===== src/hdl/tss_pkg.sv =====
`default_nettype none

package tss_pkg;

    // Table geometry and jump limit
    localparam int TABLE_DEPTH = 256;
    localparam int MAX_JUMPS   = 16;

    localparam int IDX_W  = $clog2(TABLE_DEPTH);
    localparam int JCNT_W = $clog2(MAX_JUMPS + 1);

    localparam logic [IDX_W:0]    DEPTH_X    = (IDX_W + 1)'(TABLE_DEPTH);
    localparam logic [IDX_W-1:0]  LAST_IDX   = IDX_W'(TABLE_DEPTH - 1);
    localparam logic [16:0]       ADDR_LIMIT = 17'(TABLE_DEPTH);
    localparam logic [JCNT_W-1:0] MAX_J      = JCNT_W'(MAX_JUMPS);

    // Opcodes
    localparam logic [7:0] OP_END  = 8'h00;
    localparam logic [7:0] OP_JUMP = 8'hD0;

    localparam logic [7:0] ELAPSED_MAX = 8'hFF;

    // Signed jump offset byte reduced modulo the table depth
    typedef logic [IDX_W-1:0] off_tab_t [256];

    function automatic off_tab_t build_off_tab();
        off_tab_t t;
        int       s;
        for (int k = 0; k < 256; k++)
        begin
            s    = (k < 128) ? k : k - 256;
            t[k] = IDX_W'((s + 256 * TABLE_DEPTH) % TABLE_DEPTH);
        end
        return t;
    endfunction

    localparam off_tab_t OFF_MOD = build_off_tab();

endpackage

`default_nettype wire


===== src/hdl/timed_step_sequencer.sv =====
`default_nettype none

// Table-driven timed sequencer. An input transfer with s_tuser = 0 writes one table
// entry (duration byte, opcode byte); its result is loaded into the output register from
// S_OUT, and the next input transfer is taken once the block is back in S_IDLE.
// A transfer with s_tuser = 1 is one tick: the entry at the current index is read from
// the table RAM, relative jumps (opcode 0xD0) are followed one table read at a time, and
// the entry reached is reported. A tick passes through S_READ, S_EVAL and S_OUT before
// its result is loaded, and the next input transfer is taken back in S_IDLE. Each jump
// taken adds one more S_READ and S_EVAL (one RAM read and one evaluation step). Either
// kind also waits in S_OUT while the output register still holds an earlier result that
// m_tready has not taken. The RAM read latency and the jump loop through the single read
// port set this sequence of states. Entries must be written before a tick reads them.
// hold_at_end is written through cfg_wr_en / cfg_wr_data.
module timed_step_sequencer
    import tss_pkg::*;
(
    input  wire logic        clk,
    input  wire logic        rst_n,
    // configuration
    input  wire logic        cfg_wr_en,
    input  wire logic        cfg_wr_data,   // hold_at_end
    // input stream
    input  wire logic        s_tvalid,
    output logic             s_tready,
    input  wire logic [23:0] s_tdata,       // entry_address, entry_duration, entry_opcode
    input  wire logic [0:0]  s_tuser,       // func
    // output stream
    output logic             m_tvalid,
    input  wire logic        m_tready,
    output logic      [15:0] m_tdata,       // step_duration, step_opcode
    output logic      [3:0]  m_tuser        // step_valid, finished, restarted, jump_limit_hit
);

    typedef enum logic [1:0] {
        S_IDLE,
        S_READ,
        S_EVAL,
        S_OUT
    } state_t;

    typedef struct packed {
        logic [7:0] dur;
        logic [7:0] op;
        logic       limit;
        logic       restarted;
        logic       finished;
        logic       valid;
    } result_t;

    state_t            state_reg, state_next;
    logic [IDX_W-1:0]  idx_reg, idx_next;
    logic [7:0]        elapsed_reg, elapsed_next;
    logic              finished_reg, finished_next;
    logic              hold_reg, hold_next;
    logic [JCNT_W-1:0] jumps_reg, jumps_next;
    result_t           res_reg, res_next;
    result_t           out_reg, out_next;
    logic              m_tvalid_reg, m_tvalid_next;

    logic              in_xfer;
    logic              out_xfer;
    logic              ram_wr_en;
    logic              ram_rd_en;
    logic [15:0]       ram_rd_data;
    logic [7:0]        dur_b;
    logic [7:0]        op_b;
    logic [IDX_W:0]    jump_sum;
    logic [IDX_W-1:0]  jump_idx;
    logic [IDX_W-1:0]  inc_idx;
    logic [7:0]        elapsed_inc;

    assign s_tready = (state_reg == S_IDLE);
    assign in_xfer  = s_tvalid && s_tready;
    assign out_xfer = m_tvalid_reg && m_tready;

    // Table writes go straight to the RAM on the input transfer
    assign ram_wr_en = in_xfer && !s_tuser[0] && ({9'd0, s_tdata[7:0]} < ADDR_LIMIT);
    assign ram_rd_en = (state_reg == S_READ);

    tss_ram #(
        .WIDTH (16),
        .DEPTH (TABLE_DEPTH)
    ) u_table (
        .clk     (clk),
        .wr_en   (ram_wr_en),
        .wr_addr (IDX_W'(s_tdata[7:0])),
        .wr_data ({s_tdata[23:16], s_tdata[15:8]}),
        .rd_en   (ram_rd_en),
        .rd_addr (idx_reg),
        .rd_data (ram_rd_data)
    );

    // Entry fields and index arithmetic
    assign dur_b    = ram_rd_data[7:0];
    assign op_b     = ram_rd_data[15:8];
    assign jump_sum = {1'b0, idx_reg} + {1'b0, OFF_MOD[dur_b]};
    assign jump_idx = (jump_sum >= DEPTH_X) ? IDX_W'(jump_sum - DEPTH_X) : jump_sum[IDX_W-1:0];
    assign inc_idx  = (idx_reg == LAST_IDX) ? '0 : idx_reg + 1'b1;
    assign elapsed_inc = (elapsed_reg == ELAPSED_MAX) ? ELAPSED_MAX : elapsed_reg + 8'd1;

    // Sequencer next state
    always_comb
    begin
        state_next    = state_reg;
        idx_next      = idx_reg;
        elapsed_next  = elapsed_reg;
        finished_next = finished_reg;
        hold_next     = cfg_wr_en ? cfg_wr_data : hold_reg;
        jumps_next    = jumps_reg;
        res_next      = res_reg;
        out_next      = out_reg;
        m_tvalid_next = out_xfer ? 1'b0 : m_tvalid_reg;

        case (state_reg)
            S_IDLE:
            begin
                if (in_xfer)
                begin
                    jumps_next = '0;
                    if (s_tuser[0])
                    begin
                        state_next = S_READ;
                    end
                    else
                    begin
                        res_next          = '0;
                        res_next.finished = finished_reg;
                        state_next        = S_OUT;
                    end
                end
            end

            S_READ:
            begin
                state_next = S_EVAL;
            end

            S_EVAL:
            begin
                res_next.dur       = dur_b;
                res_next.op        = op_b;
                res_next.valid     = 1'b0;
                res_next.restarted = 1'b0;
                res_next.limit     = 1'b0;
                res_next.finished  = finished_reg;
                state_next         = S_OUT;
                case (op_b)
                    OP_JUMP:
                    begin
                        if (jumps_reg >= MAX_J)
                        begin
                            res_next.limit = 1'b1;
                        end
                        else
                        begin
                            jumps_next   = jumps_reg + 1'b1;
                            elapsed_next = '0;
                            idx_next     = jump_idx;
                            state_next   = S_READ;
                        end
                    end
                    OP_END:
                    begin
                        if (hold_reg)
                        begin
                            finished_next     = 1'b1;
                            res_next.finished = 1'b1;
                        end
                        else
                        begin
                            idx_next           = '0;
                            finished_next      = 1'b0;
                            res_next.finished  = 1'b0;
                            res_next.restarted = 1'b1;
                        end
                    end
                    default:
                    begin
                        // timed step: negative duration advances at once
                        res_next.valid = 1'b1;
                        if (dur_b[7])
                        begin
                            elapsed_next = '0;
                            idx_next     = inc_idx;
                        end
                        else if (elapsed_inc >= dur_b)
                        begin
                            elapsed_next = '0;
                            idx_next     = inc_idx;
                        end
                        else
                        begin
                            elapsed_next = elapsed_inc;
                        end
                    end
                endcase
            end

            S_OUT:
            begin
                // load output register once it is free
                if (!m_tvalid_reg || m_tready)
                begin
                    out_next      = res_reg;
                    m_tvalid_next = 1'b1;
                    state_next    = S_IDLE;
                end
            end

            default:
            begin
                state_next = S_IDLE;
            end
        endcase
    end

    // State and registered outputs
    always_ff @(posedge clk or negedge rst_n)
    begin
        if (!rst_n)
        begin
            state_reg    <= S_IDLE;
            idx_reg      <= '0;
            elapsed_reg  <= '0;
            finished_reg <= 1'b0;
            hold_reg     <= 1'b0;
            jumps_reg    <= '0;
            res_reg      <= '0;
            out_reg      <= '0;
            m_tvalid_reg <= 1'b0;
        end
        else
        begin
            state_reg    <= state_next;
            idx_reg      <= idx_next;
            elapsed_reg  <= elapsed_next;
            finished_reg <= finished_next;
            hold_reg     <= hold_next;
            jumps_reg    <= jumps_next;
            res_reg      <= res_next;
            out_reg      <= out_next;
            m_tvalid_reg <= m_tvalid_next;
        end
    end

    assign m_tvalid = m_tvalid_reg;
    assign m_tdata  = {out_reg.op, out_reg.dur};
    assign m_tuser  = {out_reg.limit, out_reg.restarted, out_reg.finished, out_reg.valid};

endmodule

`default_nettype wire


===== src/hdl/tss_ram.sv =====
`default_nettype none

// Simple dual-port RAM, one write and one registered read port
module tss_ram #(
    parameter int WIDTH = 16,
    parameter int DEPTH = 256
) (
    input  wire logic                     clk,
    input  wire logic                     wr_en,
    input  wire logic [$clog2(DEPTH)-1:0] wr_addr,
    input  wire logic [WIDTH-1:0]         wr_data,
    input  wire logic                     rd_en,
    input  wire logic [$clog2(DEPTH)-1:0] rd_addr,
    output logic      [WIDTH-1:0]         rd_data
);

    logic [WIDTH-1:0] mem [DEPTH];

    always_ff @(posedge clk)
    begin
        if (wr_en)
        begin
            mem[wr_addr] <= wr_data;
        end
        if (rd_en)
        begin
            rd_data <= mem[rd_addr];
        end
    end

endmodule

`default_nettype wire


===== config.mk =====
export PLATFORM = sky130hd
export DESIGN_NAME = timed_step_sequencer
export DESIGN_NICKNAME = d
export VERILOG_FILES = /design/src/hdl/tss_pkg.sv /design/src/hdl/timed_step_sequencer.sv /design/src/hdl/tss_ram.sv
export SDC_FILE = /design/constraint.sdc
export NUM_CORES = 2
export LEC_CHECK = 0
export BUFFER_PORTS_ARGS = -buffer_cell sky130_fd_sc_hd__buf_2
export CORE_MARGIN = 1
export CORE_UTILIZATION = 30
export CTS_CLUSTER_SIZE = 25
export DETAILED_ROUTE_END_ITERATION = 16
export HOLD_SLACK_MARGIN = 0.15
export SLEW_MARGIN = 20
export SYNTH_ARGS = -nofsm -noshare
export SYNTH_HDL_FRONTEND = slang
export SYNTH_SLANG_ARGS = --single-unit

===== constraint.sdc =====
create_clock -name clk -period 5.2 [get_ports clk]
set_input_delay 0.26 -clock clk [delete_from_list [all_inputs] [get_ports clk]]
set_output_delay 0.26 -clock clk [all_outputs]
set_load 0.02 [all_outputs]

==> results.py <==
metrics = {
    "placement": {
        "portBuffers": 52,
        "globalplace.congestion": 0.843,
        "dp_cells": 14300,
        "dpl_worst_slack_ps": 396,
        "dp.final_hpwl_mm": 276,
    },
    "pwr": {
        "power.leakage_nw": 57.5,
        "peakVddDrop_uv": 294,
        "p_total_w": 0.0891,
        "power_density_mw_per_mm2": 477,
    },
    "global_route": {
        "grt_pass1_wl_mm": 635,
        "grt_util_all_layers_pct": 16.5,
        "overflow": 0,
        "grt_max_degree": 158,
        "grt_pass1_vias": 79900,
        "antenna_found_initial": 31,
    },
    "sta": {
        "rsz0062_at_grt": "false",
        "tns_ps": 0,
        "finalWorstSetupSlack_ps": 455,
        "fin_crit_sh_pct": 91.2,
        "clock_skew_ps": 61.3,
        "setup_viol": 0,
        "hold_viol_final": 0,
        "final-max-slew-violation-count": 0,
        "fin_crit_ps": 4740,
        "slew_headroom_pct": 18.6,
        "fmax_mhz": 211,
        "whs_ps": 208,
        "tightest_slew_ps": 1220,
    },
    "synthesis": {
        "ys_async_sr_fraction_pct": 1.58,
        "synth-edff-count": 4112,
        "ys_seq_elements": 4178,
        "yosys.cell_types.count": 69,
        "synth_flop_cell": "edfxtp_1",
        "syn-cell-area_sq_mm": 0.160,
        "yosys_warnings": 0,
        "synth_nets": 7139,
        "ys_seq_area_share_pct": 78.0,
        "synthCells": 7089,
        "avgSynthCellArea_sq_um": 22.6,
    },
    "floorplanning": {
        "die_height_microns": 733,
        "core_area_sq_mm": 0.532,
        "dieArea_sq_mm": 0.538,
        "rows": 268,
        "io-pin-count": 53,
        "start_util_pct": 30.1,
        "die-width_microns": 733,
    },
    "detailed_routing": {
        "drt-pass1-iter-count": 8,
        "drc_errors": 0,
        "vias": 80700,
        "wl_mm": 458,
        "antenna_left": 0,
        "wire_per_inst_microns": 30.2,
        "drtIter0Drc": 11300,
        "vias_per_cell": 5.33,
    },
    "setup_path": {
        "critPathSlowestCell": "a221oi_1",
        "worstSetupPathType": "reg2reg",
        "path_cells": "buf_4, buf_4, mux4_2, a221oi_1, o21ai_0, a221oi_1, or3_1, nand4_1",
        "cp_data_required_time_ps": 5870,
        "crit_path_start_kind": "flop",
        "timing.critical_path.arrival_ps": 5410,
        "crit_fanout": 28,
        "cp_num_buf_inv": 2,
        "max_stage_delay_ps": 870,
        "critPathTopFamily": "compound AO/OA/AOI/OAI gates",
        "cp-end-kind": "flop",
    },
    "clock_network": {
        "cts_made_buffers": 418,
        "cts.sinks": 4178,
        "ctsHtreeMaxLevel": 5,
        "cts_setup_buffers": 0,
        "clock_path_buffers": 4,
        "path_clk_slew_ps": 60,
        "cts.repair.resized": 0,
        "clockRootBuffer": "clkbuf_16",
        "worstSkewPairLatency_ps": 1000,
        "cts_tree": "yes",
    },
    "run": {
        "max_cap_violations": 0,
    },
    "layout": {
        "mostFrequentLayoutCells": "edfxtp_1, mux4_2, buf_4",
        "area_growth_pct": 16.5,
        "final_common_cell": "edfxtp_1",
        "final_nets": 7812,
        "instances_no_fill": 15200,
        "drive_above_1_share_pct": 30.1,
        "largest_reg_flops": 4096,
    },
    "hold_path": {
        "min_path_type": "in2reg",
    },
    "status": {
        "outcome": "complete, no violations",
    },
}
==> where the power goes <==
group,internal (W),switching [W]
Sequential,0.0373,0.000686
Clock,0.0169,0.0128
Combinational,0.00942,0.0120
Total,0.0637,0.0255
==> cells in the mapped netlist (7+ instances only) <==
library cell | number | area share [%]
edfxtp_1 | 4112 | 77
mux4_2 | 1060 | 15
nor2_1 | 301 | 0.70
a22oi_1 | 187 | 0.88
clkbuf_1 | 182 | 0.43
mux2i_1 | 156 | 0.97
nand2_1 | 116 | 0.27
buf_2 | 113 | 0.35
o21ai_0 | 112 | 0.35
a221oi_1 | 108 | 0.59
nand3_1 | 83 | 0.26
dfrtp_1 | 66 | 1.0
a21oi_1 | 53 | 0.17
buf_1 | 42 | 0.098
buf_6 | 41 | 0.29
buf_4 | 33 | 0.15
mux2_2 | 32 | 0.22
o211ai_1 | 26 | 0.12
nor2b_1 | 24 | 0.094
ha_1 | 18 | 0.14
a22o_1 | 16 | 0.087
inv_1 | 13 | 0.030
a32oi_1 | 12 | 0.066
nand2b_1 | 12 | 0.047
nand4_1 | 12 | 0.047
a31oi_1 | 11 | 0.043
and2_1 | 10 | 0.039
o21ai_1 | 10 | 0.031
o221ai_1 | 10 | 0.055
o31ai_1 | 10 | 0.047
or3_1 | 10 | 0.039
nor3_1 | 9 | 0.028
a211oi_1 | 7 | 0.033
==> layer usage <==
metal  GRT usage, %  part of all wire [%]
met1           23.0                    40
met2           25.7                    46
met4           5.64                   3.8
met5              0                 0.028
met3           3.31                    10
==> stage by stage <==
step	utilization, %	cell area [sq um]
after global routing	35.1	187000
final	35.1	187000
after CTS	35.1	187000
after detailed placement	32.5	173000
after floorplan	-	160000
after global placement	32.5	173000
==> worst paths after layout <==
check	start	end	slack (ps)	cells past startpoint
max in group asynchronous	rst_n	m_tdata[9]	4440	4
hold / removal	s_tvalid	state_reg[0]	210	4
setup / recovery	idx_reg[2]	u_table.rd_data[4]	460	8
hold reg to reg	res_reg[0]	res_reg[0]	480	2
setup reg to reg	idx_reg[2]	u_table.rd_data[4]	460	8
min in group asynchronous	rst_n	m_tdata[2]	310	4
==> final cells by class <==
cell class | count | area, sq um
sequential | 4178 | 125000
fill | 48500 | 346000
multi-input combinational | 2484 | 33500
tap | 7020 | 8780
timing repair buffer | 664 | 5910
clock buffer | 498 | 10900
inverter | 16 | 67.6
antenna | 20 | 50.0
clock inverter | 272 | 2450
==> cells by family (layout without fill, tap and decap cells) <==
family / after synthesis / count (layout) / share of synthesized area, %
AO/OA/AOI/OAI: 610 / 610 / 2.72
XOR/XNOR: 10 / 10 / 0.0546
adder cells (fa/ha/maj): 19 / 19 / 0.153
buffers and inverters: 427 / 1450 / 1.36
flip-flops: 4178 / 4178 / 78.0
multiplexers: 1248 / 1248 / 16.1
other: 0 / 20 / 0
AND/OR/NAND/NOR: 597 / 597 / 1.62
==> worst min-delay path: stages <==
cell	delay, ps
dlygate4sd3_1	520
buf_2	120
inv_1	90
o21ai_0	170
==> repair_timing <==
action                                  4_1_cts  5_1_grt
hold buffers                                 34        0
hold endpoints to repair                   1831        0
endpoints found under the setup margin        0        0
Note: power is estimated with default switching activity, not from simulation.
